[src/rtl/core/tmh_pkg.sv]
// timer heap package: action and status codes, result payload struct
// no dependencies
`default_nettype none
package tmh_pkg;
	localparam logic [2:0] ACT_ADD    = 3'd0;
	localparam logic [2:0] ACT_REMOVE = 3'd1;
	localparam logic [2:0] ACT_REARM  = 3'd2;
	localparam logic [2:0] ACT_POP    = 3'd3;

	localparam logic [2:0] ST_OK      = 3'd0;
	localparam logic [2:0] ST_QUEUED  = 3'd1;
	localparam logic [2:0] ST_FULL    = 3'd2;
	localparam logic [2:0] ST_NOTQ    = 3'd3;
	localparam logic [2:0] ST_EMPTY   = 3'd4;

	localparam int EVENT_BITS = 6;
	localparam int NUM_EVENTS = 64;

	typedef struct packed {
		logic [2:0]  status;
		logic [5:0]  top_event;
		logic        top_expired;
		logic [31:0] remaining_ms;
		logic [6:0]  entry_count;
	} result_t;

	typedef struct packed {
		logic [2:0]  action;
		logic [5:0]  event_id;
		logic [31:0] delay_ms;
		logic [31:0] now_ms;
	} request_t;
endpackage
`default_nettype wire

[src/rtl/core/tmh_if.sv]
// valid/ready channel carrying one payload item
// depends on nothing; payload type given as parameter
`default_nettype none
interface tmh_if #(parameter type payload_t = logic) ();
	logic     valid;
	logic     ready;
	payload_t data;
	modport source (output valid, output data, input ready);
	modport sink (input valid, input data, output ready);
endinterface
`default_nettype wire

[src/rtl/core/timer_min_heap.sv]
// timer heap top level: sequencer around the heap memory and the event position map
// depends on tmh_pkg and tmh_if
//
// one item at a time: the next item can be taken in the same cycle as its result appears, and a result
// left waiting holds the following item at its output step
// reset clears the position map by a sweep over all 64 events, no item accepted meanwhile
`default_nettype none
module timer_min_heap #(
	parameter int HEAP_DEPTH = 64,
	parameter int TIME_BITS  = 32
) (
	input  wire logic clk,
	input  wire logic arst_n,
	tmh_if.sink   req,
	tmh_if.source rsp
);
	import tmh_pkg::*;

	localparam int PB = $clog2(HEAP_DEPTH + 1) + 1; // position width (1..DEPTH, plus child math)
	localparam int AB = $clog2(HEAP_DEPTH);
	localparam logic [TIME_BITS-1:0] TMAX = '1;

	localparam logic [3:0] S_CLR = 4'd0, S_IDLE = 4'd1, S_LOOK = 4'd2, S_DEC = 4'd3,
		S_RLAST = 4'd4, S_FIX = 4'd5, S_UPRD = 4'd6, S_UPCMP = 4'd7,
		S_DNRD = 4'd8, S_DNRD2 = 4'd9, S_DNCMP = 4'd10, S_TOP = 4'd11, S_TOPW = 4'd12,
		S_OUT = 4'd13, S_PLACE = 4'd14, S_RESP = 4'd15;

	// heap memory: deadline and owner per slot
	logic [TIME_BITS-1:0] dl_mem [HEAP_DEPTH];
	logic [5:0]           ow_mem [HEAP_DEPTH];
	logic [PB-1:0]        pos_mem [NUM_EVENTS];

	logic [3:0] state_q;
	logic [PB-1:0] cnt_q, p_q, c_q, tgtp_q;
	logic [TIME_BITS-1:0] d_q, rd_d_q, cd_q;
	logic [5:0] o_q, rd_o_q, co_q;
	request_t req_q;
	logic [2:0] st_q;
	logic pop_q;
	logic [TIME_BITS-1:0] pd_q;
	logic [5:0] po_q;
	logic [PB-1:0] pos_rd_q;
	result_t res_q;
	logic out_v_q;
	logic [5:0] clr_q;
	logic down_q;

	// memory ports
	logic hw_en, hr_en, pw_en;
	logic [AB-1:0] hw_a, hr_a;
	logic [TIME_BITS-1:0] hw_d;
	logic [5:0] hw_o, pw_a, pr_a;
	logic [PB-1:0] pw_d;

	logic up_go, emit;

	always_ff @(posedge clk) begin
		if (hw_en) begin
			dl_mem[hw_a] <= hw_d;
			ow_mem[hw_a] <= hw_o;
		end
		if (hr_en) begin
			rd_d_q <= dl_mem[hr_a];
			rd_o_q <= ow_mem[hr_a];
		end
		if (pw_en) pos_mem[pw_a] <= pw_d;
		pos_rd_q <= pos_mem[pr_a];
	end

	function automatic logic [TIME_BITS-1:0] expiry(input logic [31:0] now,
		input logic [31:0] dly);
		logic [TIME_BITS:0] s;
		s = {1'b0, TIME_BITS'(now)} + {1'b0, TIME_BITS'(dly)};
		return s[TIME_BITS] ? TMAX : s[TIME_BITS-1:0];
	endfunction

	function automatic logic [AB-1:0] ad(input logic [PB-1:0] p);
		logic [PB-1:0] t;
		t = p - PB'(1);
		return t[AB-1:0];
	endfunction

	logic [TIME_BITS-1:0] now_t, rem_t;
	logic [TIME_BITS-1:0] rep_d;
	assign now_t = TIME_BITS'(req_q.now_ms);

	assign req.ready = (state_q == S_IDLE);
	assign rsp.valid = out_v_q;
	assign rsp.data  = res_q;

	// a replaced entry starts upward only when strictly earlier than its parent
	assign up_go = (p_q > PB'(1)) && (down_q ? (rd_d_q > d_q) : !(rd_d_q < d_q));
	assign emit  = (state_q == S_RESP) && (!out_v_q || rsp.ready);

	always_comb begin
		hw_en = 1'b0; hr_en = 1'b0; pw_en = 1'b0;
		hw_a = '0; hr_a = '0; hw_d = d_q; hw_o = o_q;
		pw_a = o_q; pw_d = p_q; pr_a = req.data.event_id;
		case (state_q)
			S_CLR: begin pw_en = 1'b1; pw_a = clr_q; pw_d = '0; end
			S_TOPW: begin hr_en = 1'b1; hr_a = '0; end
			S_DEC: begin
				pw_en = 1'b1; pw_a = pop_q ? rd_o_q : req_q.event_id; pw_d = '0;
			end
			S_RLAST: begin hr_en = 1'b1; hr_a = ad(cnt_q); end
			S_FIX: begin hr_en = 1'b1; hr_a = ad(p_q >> 1); end
			S_UPRD: begin hr_en = 1'b1; hr_a = ad(p_q >> 1); end
			S_UPCMP: begin
				if (up_go) begin
					hw_en = 1'b1; hw_a = ad(p_q); hw_d = rd_d_q; hw_o = rd_o_q;
					pw_en = 1'b1; pw_a = rd_o_q; pw_d = p_q;
				end
			end
			S_DNRD: begin hr_en = 1'b1; hr_a = ad(p_q << 1); end
			S_DNRD2: begin hr_en = 1'b1; hr_a = ad((p_q << 1) + PB'(1)); end
			S_DNCMP: ;
			S_OUT: begin
				hw_en = 1'b1; hw_a = ad(p_q); hw_d = cd_q; hw_o = co_q;
				pw_en = 1'b1; pw_a = co_q; pw_d = p_q;
			end
			S_PLACE: begin
				hw_en = 1'b1; hw_a = ad(p_q);
				pw_en = 1'b1;
			end
			S_TOP: begin hr_en = 1'b1; hr_a = '0; end
			default: ;
		endcase
	end

	always_comb begin
		rep_d = pop_q ? pd_q : rd_d_q;
		rem_t = (rep_d > now_t) ? rep_d - now_t : '0;
	end

	always_ff @(posedge clk or negedge arst_n) begin
		if (!arst_n) begin
			state_q <= S_CLR;
			clr_q   <= '0;
			cnt_q   <= '0;
			out_v_q <= 1'b0;
		end else begin
			if (emit) out_v_q <= 1'b1;
			else if (rsp.ready) out_v_q <= 1'b0;
			case (state_q)
				S_CLR: begin
					clr_q <= clr_q + 6'd1;
					if (clr_q == 6'd63) state_q <= S_IDLE;
				end
				S_IDLE: begin
					if (req.valid) begin
						req_q <= req.data; st_q <= ST_OK; pop_q <= 1'b0;
						state_q <= S_LOOK;
					end
				end
				S_LOOK: begin
					// pos_rd_q now holds the slot of the requested event
					o_q <= req_q.event_id;
					d_q <= expiry(req_q.now_ms, req_q.delay_ms);
					case (req_q.action)
						ACT_ADD: begin
							if (pos_rd_q != '0) begin st_q <= ST_QUEUED; state_q <= S_TOP; end
							else if (cnt_q >= PB'(HEAP_DEPTH)) begin
								st_q <= ST_FULL; state_q <= S_TOP;
							end else begin
								cnt_q <= cnt_q + PB'(1); p_q <= cnt_q + PB'(1);
								down_q <= 1'b0; state_q <= S_UPRD;
							end
						end
						ACT_REMOVE: begin
							if (pos_rd_q == '0 || pos_rd_q > cnt_q) begin
								st_q <= ST_NOTQ; state_q <= S_TOP;
							end else begin
								tgtp_q <= pos_rd_q; state_q <= S_DEC;
							end
						end
						ACT_REARM: begin
							if (pos_rd_q == '0 || pos_rd_q > cnt_q) begin
								st_q <= ST_NOTQ; state_q <= S_TOP;
							end else begin
								p_q <= pos_rd_q; state_q <= S_FIX;
							end
						end
						ACT_POP: begin
							if (cnt_q == '0) begin st_q <= ST_EMPTY; state_q <= S_TOP; end
							else state_q <= S_TOPW;
						end
						default: begin
							if (cnt_q == '0) st_q <= ST_EMPTY;
							state_q <= S_TOP;
						end
					endcase
				end
				S_TOPW: begin
					// slot 1 is read here for pop
					state_q <= S_DEC; pop_q <= 1'b1; tgtp_q <= PB'(1);
				end
				S_DEC: begin
					// clear position of removed event; for pop, keep the top entry read in S_TOPW
					if (pop_q) begin
						pd_q <= rd_d_q; po_q <= rd_o_q;
					end
					state_q <= S_RLAST;
				end
				S_RLAST: begin
					cnt_q <= cnt_q - PB'(1);
					p_q <= tgtp_q;
					if (tgtp_q == cnt_q) begin
						state_q <= S_TOP;
					end else state_q <= S_FIX;
					o_q <= pop_q ? po_q : req_q.event_id;
				end
				S_FIX: begin
					// entering from rearm: d_q/o_q are the new entry; from remove or pop: last entry
					if (req_q.action != ACT_REARM) begin
						d_q <= rd_d_q; o_q <= rd_o_q;
					end
					state_q <= S_UPCMP; down_q <= 1'b1;
				end
				S_UPRD: state_q <= S_UPCMP;
				S_UPCMP: begin
					if (up_go) begin
						p_q <= p_q >> 1; down_q <= 1'b0; state_q <= S_UPRD;
					end else if (down_q) state_q <= S_DNRD;
					else state_q <= S_PLACE;
				end
				S_DNRD: begin
					if (p_q > (cnt_q >> 1)) state_q <= S_PLACE;
					else state_q <= S_DNRD2;
				end
				S_DNRD2: begin
					cd_q <= rd_d_q; co_q <= rd_o_q; c_q <= p_q << 1;
					state_q <= S_DNCMP;
				end
				S_DNCMP: begin
					// rd_* holds right child if it exists
					if ((c_q + PB'(1) <= cnt_q) && cd_q > rd_d_q) begin
						if (rd_d_q > d_q) state_q <= S_PLACE;
						else begin
							cd_q <= rd_d_q; co_q <= rd_o_q; c_q <= c_q + PB'(1);
							state_q <= S_OUT;
						end
					end else if (cd_q > d_q) state_q <= S_PLACE;
					else state_q <= S_OUT;
				end
				S_OUT: begin
					state_q <= S_DNRD; p_q <= c_q;
				end
				S_PLACE: state_q <= S_TOP;
				S_TOP: state_q <= S_RESP; // wait for read data below
				S_RESP: begin
					if (emit) begin
						res_q.status <= st_q;
						res_q.entry_count <= 7'(cnt_q);
						if (pop_q || cnt_q != '0) begin
							res_q.top_event <= pop_q ? po_q : rd_o_q;
							res_q.top_expired <= (rep_d <= now_t);
							res_q.remaining_ms <= (rem_t > TIME_BITS'(32'hFFFFFFFF)) ?
								32'hFFFFFFFF : 32'(rem_t);
						end else begin
							res_q.top_event <= '0; res_q.top_expired <= 1'b0;
							res_q.remaining_ms <= '0;
						end
						state_q <= S_IDLE;
					end
				end
				default: state_q <= S_IDLE;
			endcase
		end
	end

	assert property (@(posedge clk) disable iff (!arst_n) cnt_q <= PB'(HEAP_DEPTH))
		else $error("heap count overflow");
	assert property (@(posedge clk) disable iff (!arst_n)
		(req.valid && req.ready) |=> !req.ready)
		else $error("second item taken while busy");
	assert property (@(posedge clk) disable iff (!arst_n)
		(rsp.valid && rsp.data.status == ST_EMPTY) |-> rsp.data.entry_count == '0)
		else $error("empty status with queued entries");
endmodule
`default_nettype wire

[src/flat_wrapper.sv]
// flat-port wrapper written by rule: the top's interface ports become plain ports
module timer_min_heap_flat import tmh_pkg::*;
#(
	parameter int HEAP_DEPTH = 64,
	parameter int TIME_BITS  = 32
)
  (clk, arst_n, req_valid, req_data, req_ready, rsp_valid, rsp_data, rsp_ready);
  tmh_if #(.payload_t(request_t)) req_i ();
  tmh_if #(.payload_t(result_t)) rsp_i ();
  input  wire logic clk;
  input  wire logic arst_n;
  input wire logic [$bits(req_i.valid)-1:0] req_valid;
  input wire logic [$bits(req_i.data)-1:0] req_data;
  output wire logic [$bits(req_i.ready)-1:0] req_ready;
  output wire logic [$bits(rsp_i.valid)-1:0] rsp_valid;
  output wire logic [$bits(rsp_i.data)-1:0] rsp_data;
  input wire logic [$bits(rsp_i.ready)-1:0] rsp_ready;
  assign req_i.valid = req_valid;
  assign req_i.data = req_data;
  assign req_ready = req_i.ready;
  assign rsp_valid = rsp_i.valid;
  assign rsp_data = rsp_i.data;
  assign rsp_i.ready = rsp_ready;
  timer_min_heap #(.HEAP_DEPTH(HEAP_DEPTH), .TIME_BITS(TIME_BITS)) u_core (.clk(clk), .arst_n(arst_n), .req(req_i), .rsp(rsp_i));
endmodule
[config.mk]
export PLATFORM = sky130hd
export DESIGN_NAME = timer_min_heap_flat
export DESIGN_NICKNAME = d
export VERILOG_FILES = /design/src/rtl/core/tmh_pkg.sv /design/src/rtl/core/tmh_if.sv /design/src/rtl/core/timer_min_heap.sv /design/src/flat_wrapper.sv
export SDC_FILE = /design/constraint.sdc
export NUM_CORES = 2
export LEC_CHECK = 0
export BUFFER_PORTS_ARGS = -buffer_cell sky130_fd_sc_hd__buf_2
export CAP_MARGIN = 20
export CORE_MARGIN = 3
export CORE_UTILIZATION = 58
export DETAILED_ROUTE_END_ITERATION = 8
export GPL_TIMING_DRIVEN = 0
export PLACE_DENSITY = 0.77
export SLEW_MARGIN = 10
export SYNTH_ARGS = -nofsm -noshare
export SYNTH_HDL_FRONTEND = slang
export SYNTH_SLANG_ARGS = --single-unit
[constraint.sdc]
create_clock -name clk -period 7.38 [get_ports clk]
set_input_delay 0 -clock clk [delete_from_list [all_inputs] [get_ports clk]]
set_output_delay 0 -clock clk [all_outputs]
set_load 0.01 [all_outputs]
== Word-level counts from Yosys, hierarchy flattened ==
Memory sizes are Yosys's and may differ from the RTL's. A register that Yosys moved wholly into a read port is not among the register bits.
Cells that the tools add are included.

* RAM bits: 2944
* Register bits: 284
* Output and inout port bits: 51
* Bits of input ports: 77
* Memories kept: 3
* Logic and storage cells: 215

{| class="wikitable"
|+ Memory list
! memory !! words !! width !! rd ports !! clocked after Yosys merged registers in !! wr ports !! RTL line !! text
|-
| u_core.dl_mem || 64 || 32 || 1 || 1 || 1 || timer_min_heap.sv:29 || <nowiki>logic [TIME_BITS-1:0] dl_mem [HEAP_DEPTH];</nowiki>
|-
| u_core.pos_mem || 64 || 8 || 1 || 1 || 1 || timer_min_heap.sv:31 || <nowiki>logic [PB-1:0] pos_mem [NUM_EVENTS];</nowiki>
|-
| u_core.ow_mem || 64 || 6 || 1 || 1 || 1 || timer_min_heap.sv:30 || <nowiki>logic [5:0] ow_mem [HEAP_DEPTH];</nowiki>
|}

* Reduce and logical (&&, ||, !) cells: 43
* $lt $le $gt $ge: 12
* Equality and inequality tests: 40
* Muxes and demuxes: 81
* $add $sub $neg: 11

{| class="wikitable"
|+ Operators with widths
! operator !! number
|-
| 32-bit 2-to-1 mux || 8
|-
| 32-bit one-hot mux with 2 select lines || 3
|-
| 32-bit > comparator || 4
|-
| 8-bit 2-to-1 mux || 9
|-
| 8-bit one-hot mux with 2 select lines || 4
|-
| 4-bit one-hot mux with 15 select lines || 1
|-
| 6-bit 2-to-1 mux || 8
|-
| 6-bit one-hot mux with 4 select lines || 2
|-
| 4-bit 2-to-1 mux || 10
|-
| 6-bit one-hot mux with 2 select lines || 3
|-
| 32-bit by 32-bit adder with 33-bit output || 1
|-
| 4-bit equality test (second input constant) || 8
|-
| 32-bit > comparator (second input constant) || 1
|-
| 32-bit <= comparator || 1
|-
| 32-bit < comparator || 1
|-
| 8-bit one-hot mux with 4 select lines || 1
|-
| 32-bit subtractor || 1
|-
| 3-bit 2-to-1 mux || 8
|-
| 6-bit by 1-bit subtractor with 6-bit output (second input constant) || 4
|-
| 3-bit AND reduction || 7
|-
| 6-bit one-hot mux with 3 select lines || 1
|-
| 8-bit by 1-bit adder with 8-bit output (second input constant) || 2
|-
| 4-bit by 3-bit equality test with 1-bit output (second input constant) || 4
|-
| 8-bit zero test || 2
|-
| other kinds (40) || 93
|}

== Logic depth before layout (Yosys ltp) ==
* Depth in word-level cells: 8
* Mapped depth: 17
* Gate-level depth less buffers: 13

== Worst setup path after synthesis ==
No wires, ideal clock.

* Path type: register to register
* Start: register u_core.state_q[3]
* End: register u_core.req_q (netlist bit u_core.now_t[0]) (enable)
* Buffers on the path: 2
* Path slack: 707 ps
* Library setup time: 597 ps
* Stages on the path, launching flop included: 6
* Required time: 6783 ps
* Data arrival time: 6076 ps
* Clock period less this slack: 6673 ps
* Cells stage by stage: dfrtp_1 > buf_2 > nor2_1 > clkbuf_1 > nand2_1 > nor3_1

* Word-level cells in the longest chain between the ends: 2

{| class="wikitable"
|+ Ends and longest elaborated chain
! what !! RTL line !! text
|-
| start, declared || timer_min_heap.sv:33 || <nowiki>logic [3:0] state_q;</nowiki>
|-
| start signal, assigned || timer_min_heap.sv:137 || <nowiki>state_q <= S_CLR;</nowiki>
|-
| start signal, assigned || timer_min_heap.sv:147 || <nowiki>if (clr_q == 6'd63) state_q <= S_IDLE;</nowiki>
|-
| start signal, assigned || timer_min_heap.sv:152 || <nowiki>state_q <= S_LOOK;</nowiki>
|-
| 4-bit by 1-bit equality test with 1-bit output || timer_min_heap.sv:144 || <nowiki>case (state_q)</nowiki>
|-
| 3-bit AND reduction (no source line) || n/a ||
|-
| end signal, assigned || timer_min_heap.sv:151 || <nowiki>req_q <= req.data; st_q <= ST_OK; pop_q <= 1'b0;</nowiki>
|-
| end, declared || timer_min_heap.sv:37 || <nowiki>request_t req_q;</nowiki>
|}

No other way between the ends.
A chain may end at the register's enable or synchronous reset.

== Worst setup path after layout ==
* Start: register u_core.state_q[0]
* End: register u_core.rd_d_q[24] (read register of u_core.dl_mem) (data pin)

* Word-level cells in the longest chain between the ends: 3
* Elaborated cells between the ends (all ways): 11
* Classes of those cells: 7 x eq/ne; 2 x mux; 2 x reduce/logical

{| class="wikitable"
|+ Ends and longest elaborated chain
! what !! RTL line !! text
|-
| 4-bit by 3-bit equality test with 1-bit output or 4-bit equality test (tied branches) || timer_min_heap.sv:99 || <nowiki>case (state_q)</nowiki>
|-
| 2-bit OR reduction (no source line) or 7-bit OR reduction (tied branches) || n/a ||
|-
| 6-bit one-hot mux with 4 select lines or 1-bit 2-to-1 mux (tied branches) || timer_min_heap.sv:99 ||
|-
| end, declared || timer_min_heap.sv:35 || <nowiki>logic [TIME_BITS-1:0] d_q, rd_d_q, cd_q;</nowiki>
|}

Several ways; a longest one is shown, not always the timed one.

==> results_dict.tcl <==
set metrics [dict create \
    status "complete, but fails checks" \
    violations "DRC" \
    cts_buffers 339 \
    grt-ovfl-total 0 \
    mostFrequentLayoutCells "edfxtp_1 (3247), nor2_1 (1999), nand2_1 (1403)" \
    syn_area_um2 136000 \
    cts_root_buffer "clkbuf_16" \
    synth_edf_count 3247 \
    cp_max_fo 10 \
    final.setup.tns_ns 0 \
    p_comb_frac 0.415 \
    layout-drive-gt1-share 0.110 \
    die_h_um 490 \
    core_area_um2 231000 \
    power_frac_clock 0.240 \
    worst_hold_startpoint "rsp_ready" \
    internal_power_w 0.0400 \
    synth_top_area_cell "edfxtp_1" \
    min_period_over_period 0.894 \
    synthDistinctLibCells 87 \
    hold_end "u_core.rsp.valid" \
    pwr-share-seq 0.345 \
    cp-end-kind "register" \
    cts_hold_buf 151 \
    mappedNetlistNets 10800 \
    fp.dieArea_um2 240000 \
    worstSkewPairLatency_ns 1.02 \
    r2r-end "u_core.rd_d_q[24]" \
    max_freq_mhz 152 \
    ys_async_sr_fraction 0.00580 \
    fin_util 0.676 \
    grt_usage 0.358 \
    grt_start_max_net_pins 65 \
    switchingPower_w 0.0298 \
    ys_ff_latch 3274 \
    post_cts_buffers 0 \
    start_util 0.587 \
    min_path_type "input pin to register" \
    hold_path_depth 4 \
    arrival_ns 7.14 \
    syn_inst 10500 \
    power_leakage_nw 53.1 \
    grt_pass1_vias 91700 \
    drtIter0Drc 15800 \
    r2r_slack_ns 0.78 \
    cts_resized 0 \
    cp-start-kind "register" \
    grt_pass1_wl_mm 619 \
    cts_sinks 3274 \
    r2r_start "u_core.state_q[0]" \
    final_common_cell "edfxtp_1" \
    boundaryPins 128 \
    ys_seq_area_frac 0.724 \
    drt_pass1_iterations 9 \
    dp_hpwl_mm 297 \
    nets 11500 \
    synth_area_per_cell_um2 12.9 \
    path_cells "or2_2 -> clkbuf_1 -> o22ai_2 -> buf_2 -> buf_2 -> buf_2 -> buf_2 -> nand3_1 -> o21ai_0 -> o22ai_1 -> o21ai_0 -> nand4_1" \
    ys_top_cells_by_area "edfxtp_1 (72%), nor2_1 (5.7%), nand2_1 (3.9%)" \
    row_count 176 \
    rsz0062_at_grt "false" \
    tightest_slew_ns 1.40 \
    slew_headroom 0.0567 \
    max_stage_delay_ns 1.11 \
    cts_buffer_depth 4 \
    io_buffers 127 \
    cellPowerDensity_nw_per_um2 446 \
    synth.top_cell.area_share 0.719 \
    via_per_inst 6.54 \
    postRouteAntennaNets 0 \
    antenna_found_initial 32 \
    crit_type "register to register" \
    ys_warn_count 0 \
    crit_start "u_core.state_q[0]" \
    final_hold_viol_count 0 \
    drt-total-wl_mm 433 \
    synth_flop_cell "edfxtp_1" \
    setup_violations 0 \
    cts_tree "built" \
    remaining_drc_errors 3 \
    worstPathRequired_ns 7.92 \
    gp_congestion 1.06 \
    wire_per_inst_um 29.8 \
    cts.clk_slew.worst_paths_ns 0.06 \
    via_count 95100 \
    die_w_um 490 \
    vdd_drop_max_mv 0.304 \
    cpMostUsedCell "buf_2" \
    finalCriticalPeriod_ns 6.60 \
    htreeDepth 5 \
    skew_ns 0.102 \
    slew_violations 0 \
    cp_slowest_cell "o21ai_0" \
    worstRegToRegCells 12 \
    p_sw_frac 0.427 \
    syn_to_final_growth_pct 15.3 \
    maxCapViolCount 0 \
]
## metal layers
metal / global-route usage / vias to the layer above / wire length (um)
met3: 0.118 / 1440 / 61200
met5: 0.000403 / - / 497
met2: 0.539 / 7334 / 192000
met1: 0.461 / 46400 / 149000
met4: 0.205 / 28 / 30700
li1: - / 39900 / -
## power groups by stage
stage | Sequential [W] | Clock (W) | Combinational (W)
after CTS | 0.0240 | 0.0167 | 0.0274
after floorplan | 0.0243 | 0 | 0.0140
after global routing | 0.0241 | 0.0175 | 0.0298
after global placement | 0.0249 | 0 | 0.0253
final | 0.0241 | 0.0168 | 0.0289
after detailed placement | 0.0244 | 0 | 0.0271
## layout make-up
| type | count | area, um^2 |
|---|---|---|
| Antenna cell | 9 | 22.5 |
| Buffer | 602 | 2490 |
| Clock buffer | 416 | 8900 |
| Clock inverter | 165 | 1700 |
| Fill cell | 15200 | 74800 |
| Inverter | 140 | 526 |
| Multi-Input combinational cell | 6464 | 35500 |
| Sequential cell | 3274 | 98100 |
| Tap cell | 3026 | 3790 |
| Timing Repair Buffer | 448 | 5400 |
## Yosys cell counts (48+ instances only)
cell type / n
inv_1: 139
nor3_1: 66
ha_1: 192
o21ai_0: 874
buf_1: 59
xnor2_1: 53
nand4_1: 71
o22ai_1: 313
edfxtp_1: 3247
nor2_1: 2063
mux4_2: 168
a21o_1: 48
buf_2: 167
nand2_1: 1406
nand3_1: 644
a21oi_1: 154
clkbuf_1: 374
## logic make-up after synthesis
logic type / after synthesis / share of synthesized area
flops: 3274 / 0.724
simple gates: 4385 / 0.132
xor+xnor: 94 / 0.00607
buf+inv: 742 / 0.0221
mux: 172 / 0.0282
compound gates: 1619 / 0.0699
fa+ha+maj: 194 / 0.0180
## flip-flops by register name (all words and copies together), names as in the netlist, 8 cells and up
signal,cells
u_core.dl_mem,2048
u_core.tgtp_q,8
u_core.cnt_q,8
u_core.pos_mem,512
u_core.ow_mem,384
u_core.d_q,32
u_core.req_q,41
u_core.c_q,8
u_core.p_q,8
u_core.pos_rd_q,8
u_core.cd_q,32
u_core.rd_d_q,32
u_core.pd_q,32
u_core.now_t,32
u_core.rsp.data,49
## critical path, delay by kind of cell, from the launching register on
kind,cells,cell delay (ns)
flip-flops,1,0.42
AO/OA/AOI/OAI,4,2.45
AND/OR/NAND/NOR,3,1.00
buffers and inverters,5,2.25
## metrics by stage
stage / total power, W / instance area (um^2) / hold slack, ns / std cells / setup WS [ns]
2_1_floorplan: 0.0383 / 136000 / -0.296 / 10500 / 0.707
3_3_place_gp: 0.0502 / 140000 / 0.0172 / 13600 / -2.24
3_5_place_dp: 0.0515 / 144000 / 0.0335 / 13800 / 1.18
4_1_cts: 0.0682 / 156000 / 0.0258 / 14500 / 1.11
5_1_grt: 0.0713 / 156000 / 0.0697 / 14500 / 0.670
6_report: 0.0698 / 156000 / 0.0562 / 14500 / 0.779
## worst max path at each step
stage                                endpoint  cells past startpoint
after floorplan               u_core.now_t[0]                      5
final                       u_core.rd_d_q[24]                     12
after CTS                   u_core.rd_d_q[23]                     12
after global placement        u_core.cd_q[18]                     10
after detailed placement    u_core.rd_d_q[23]                     12
after global routing      u_core.rsp.data[32]                     16
(Power assumes the default switching activity.)
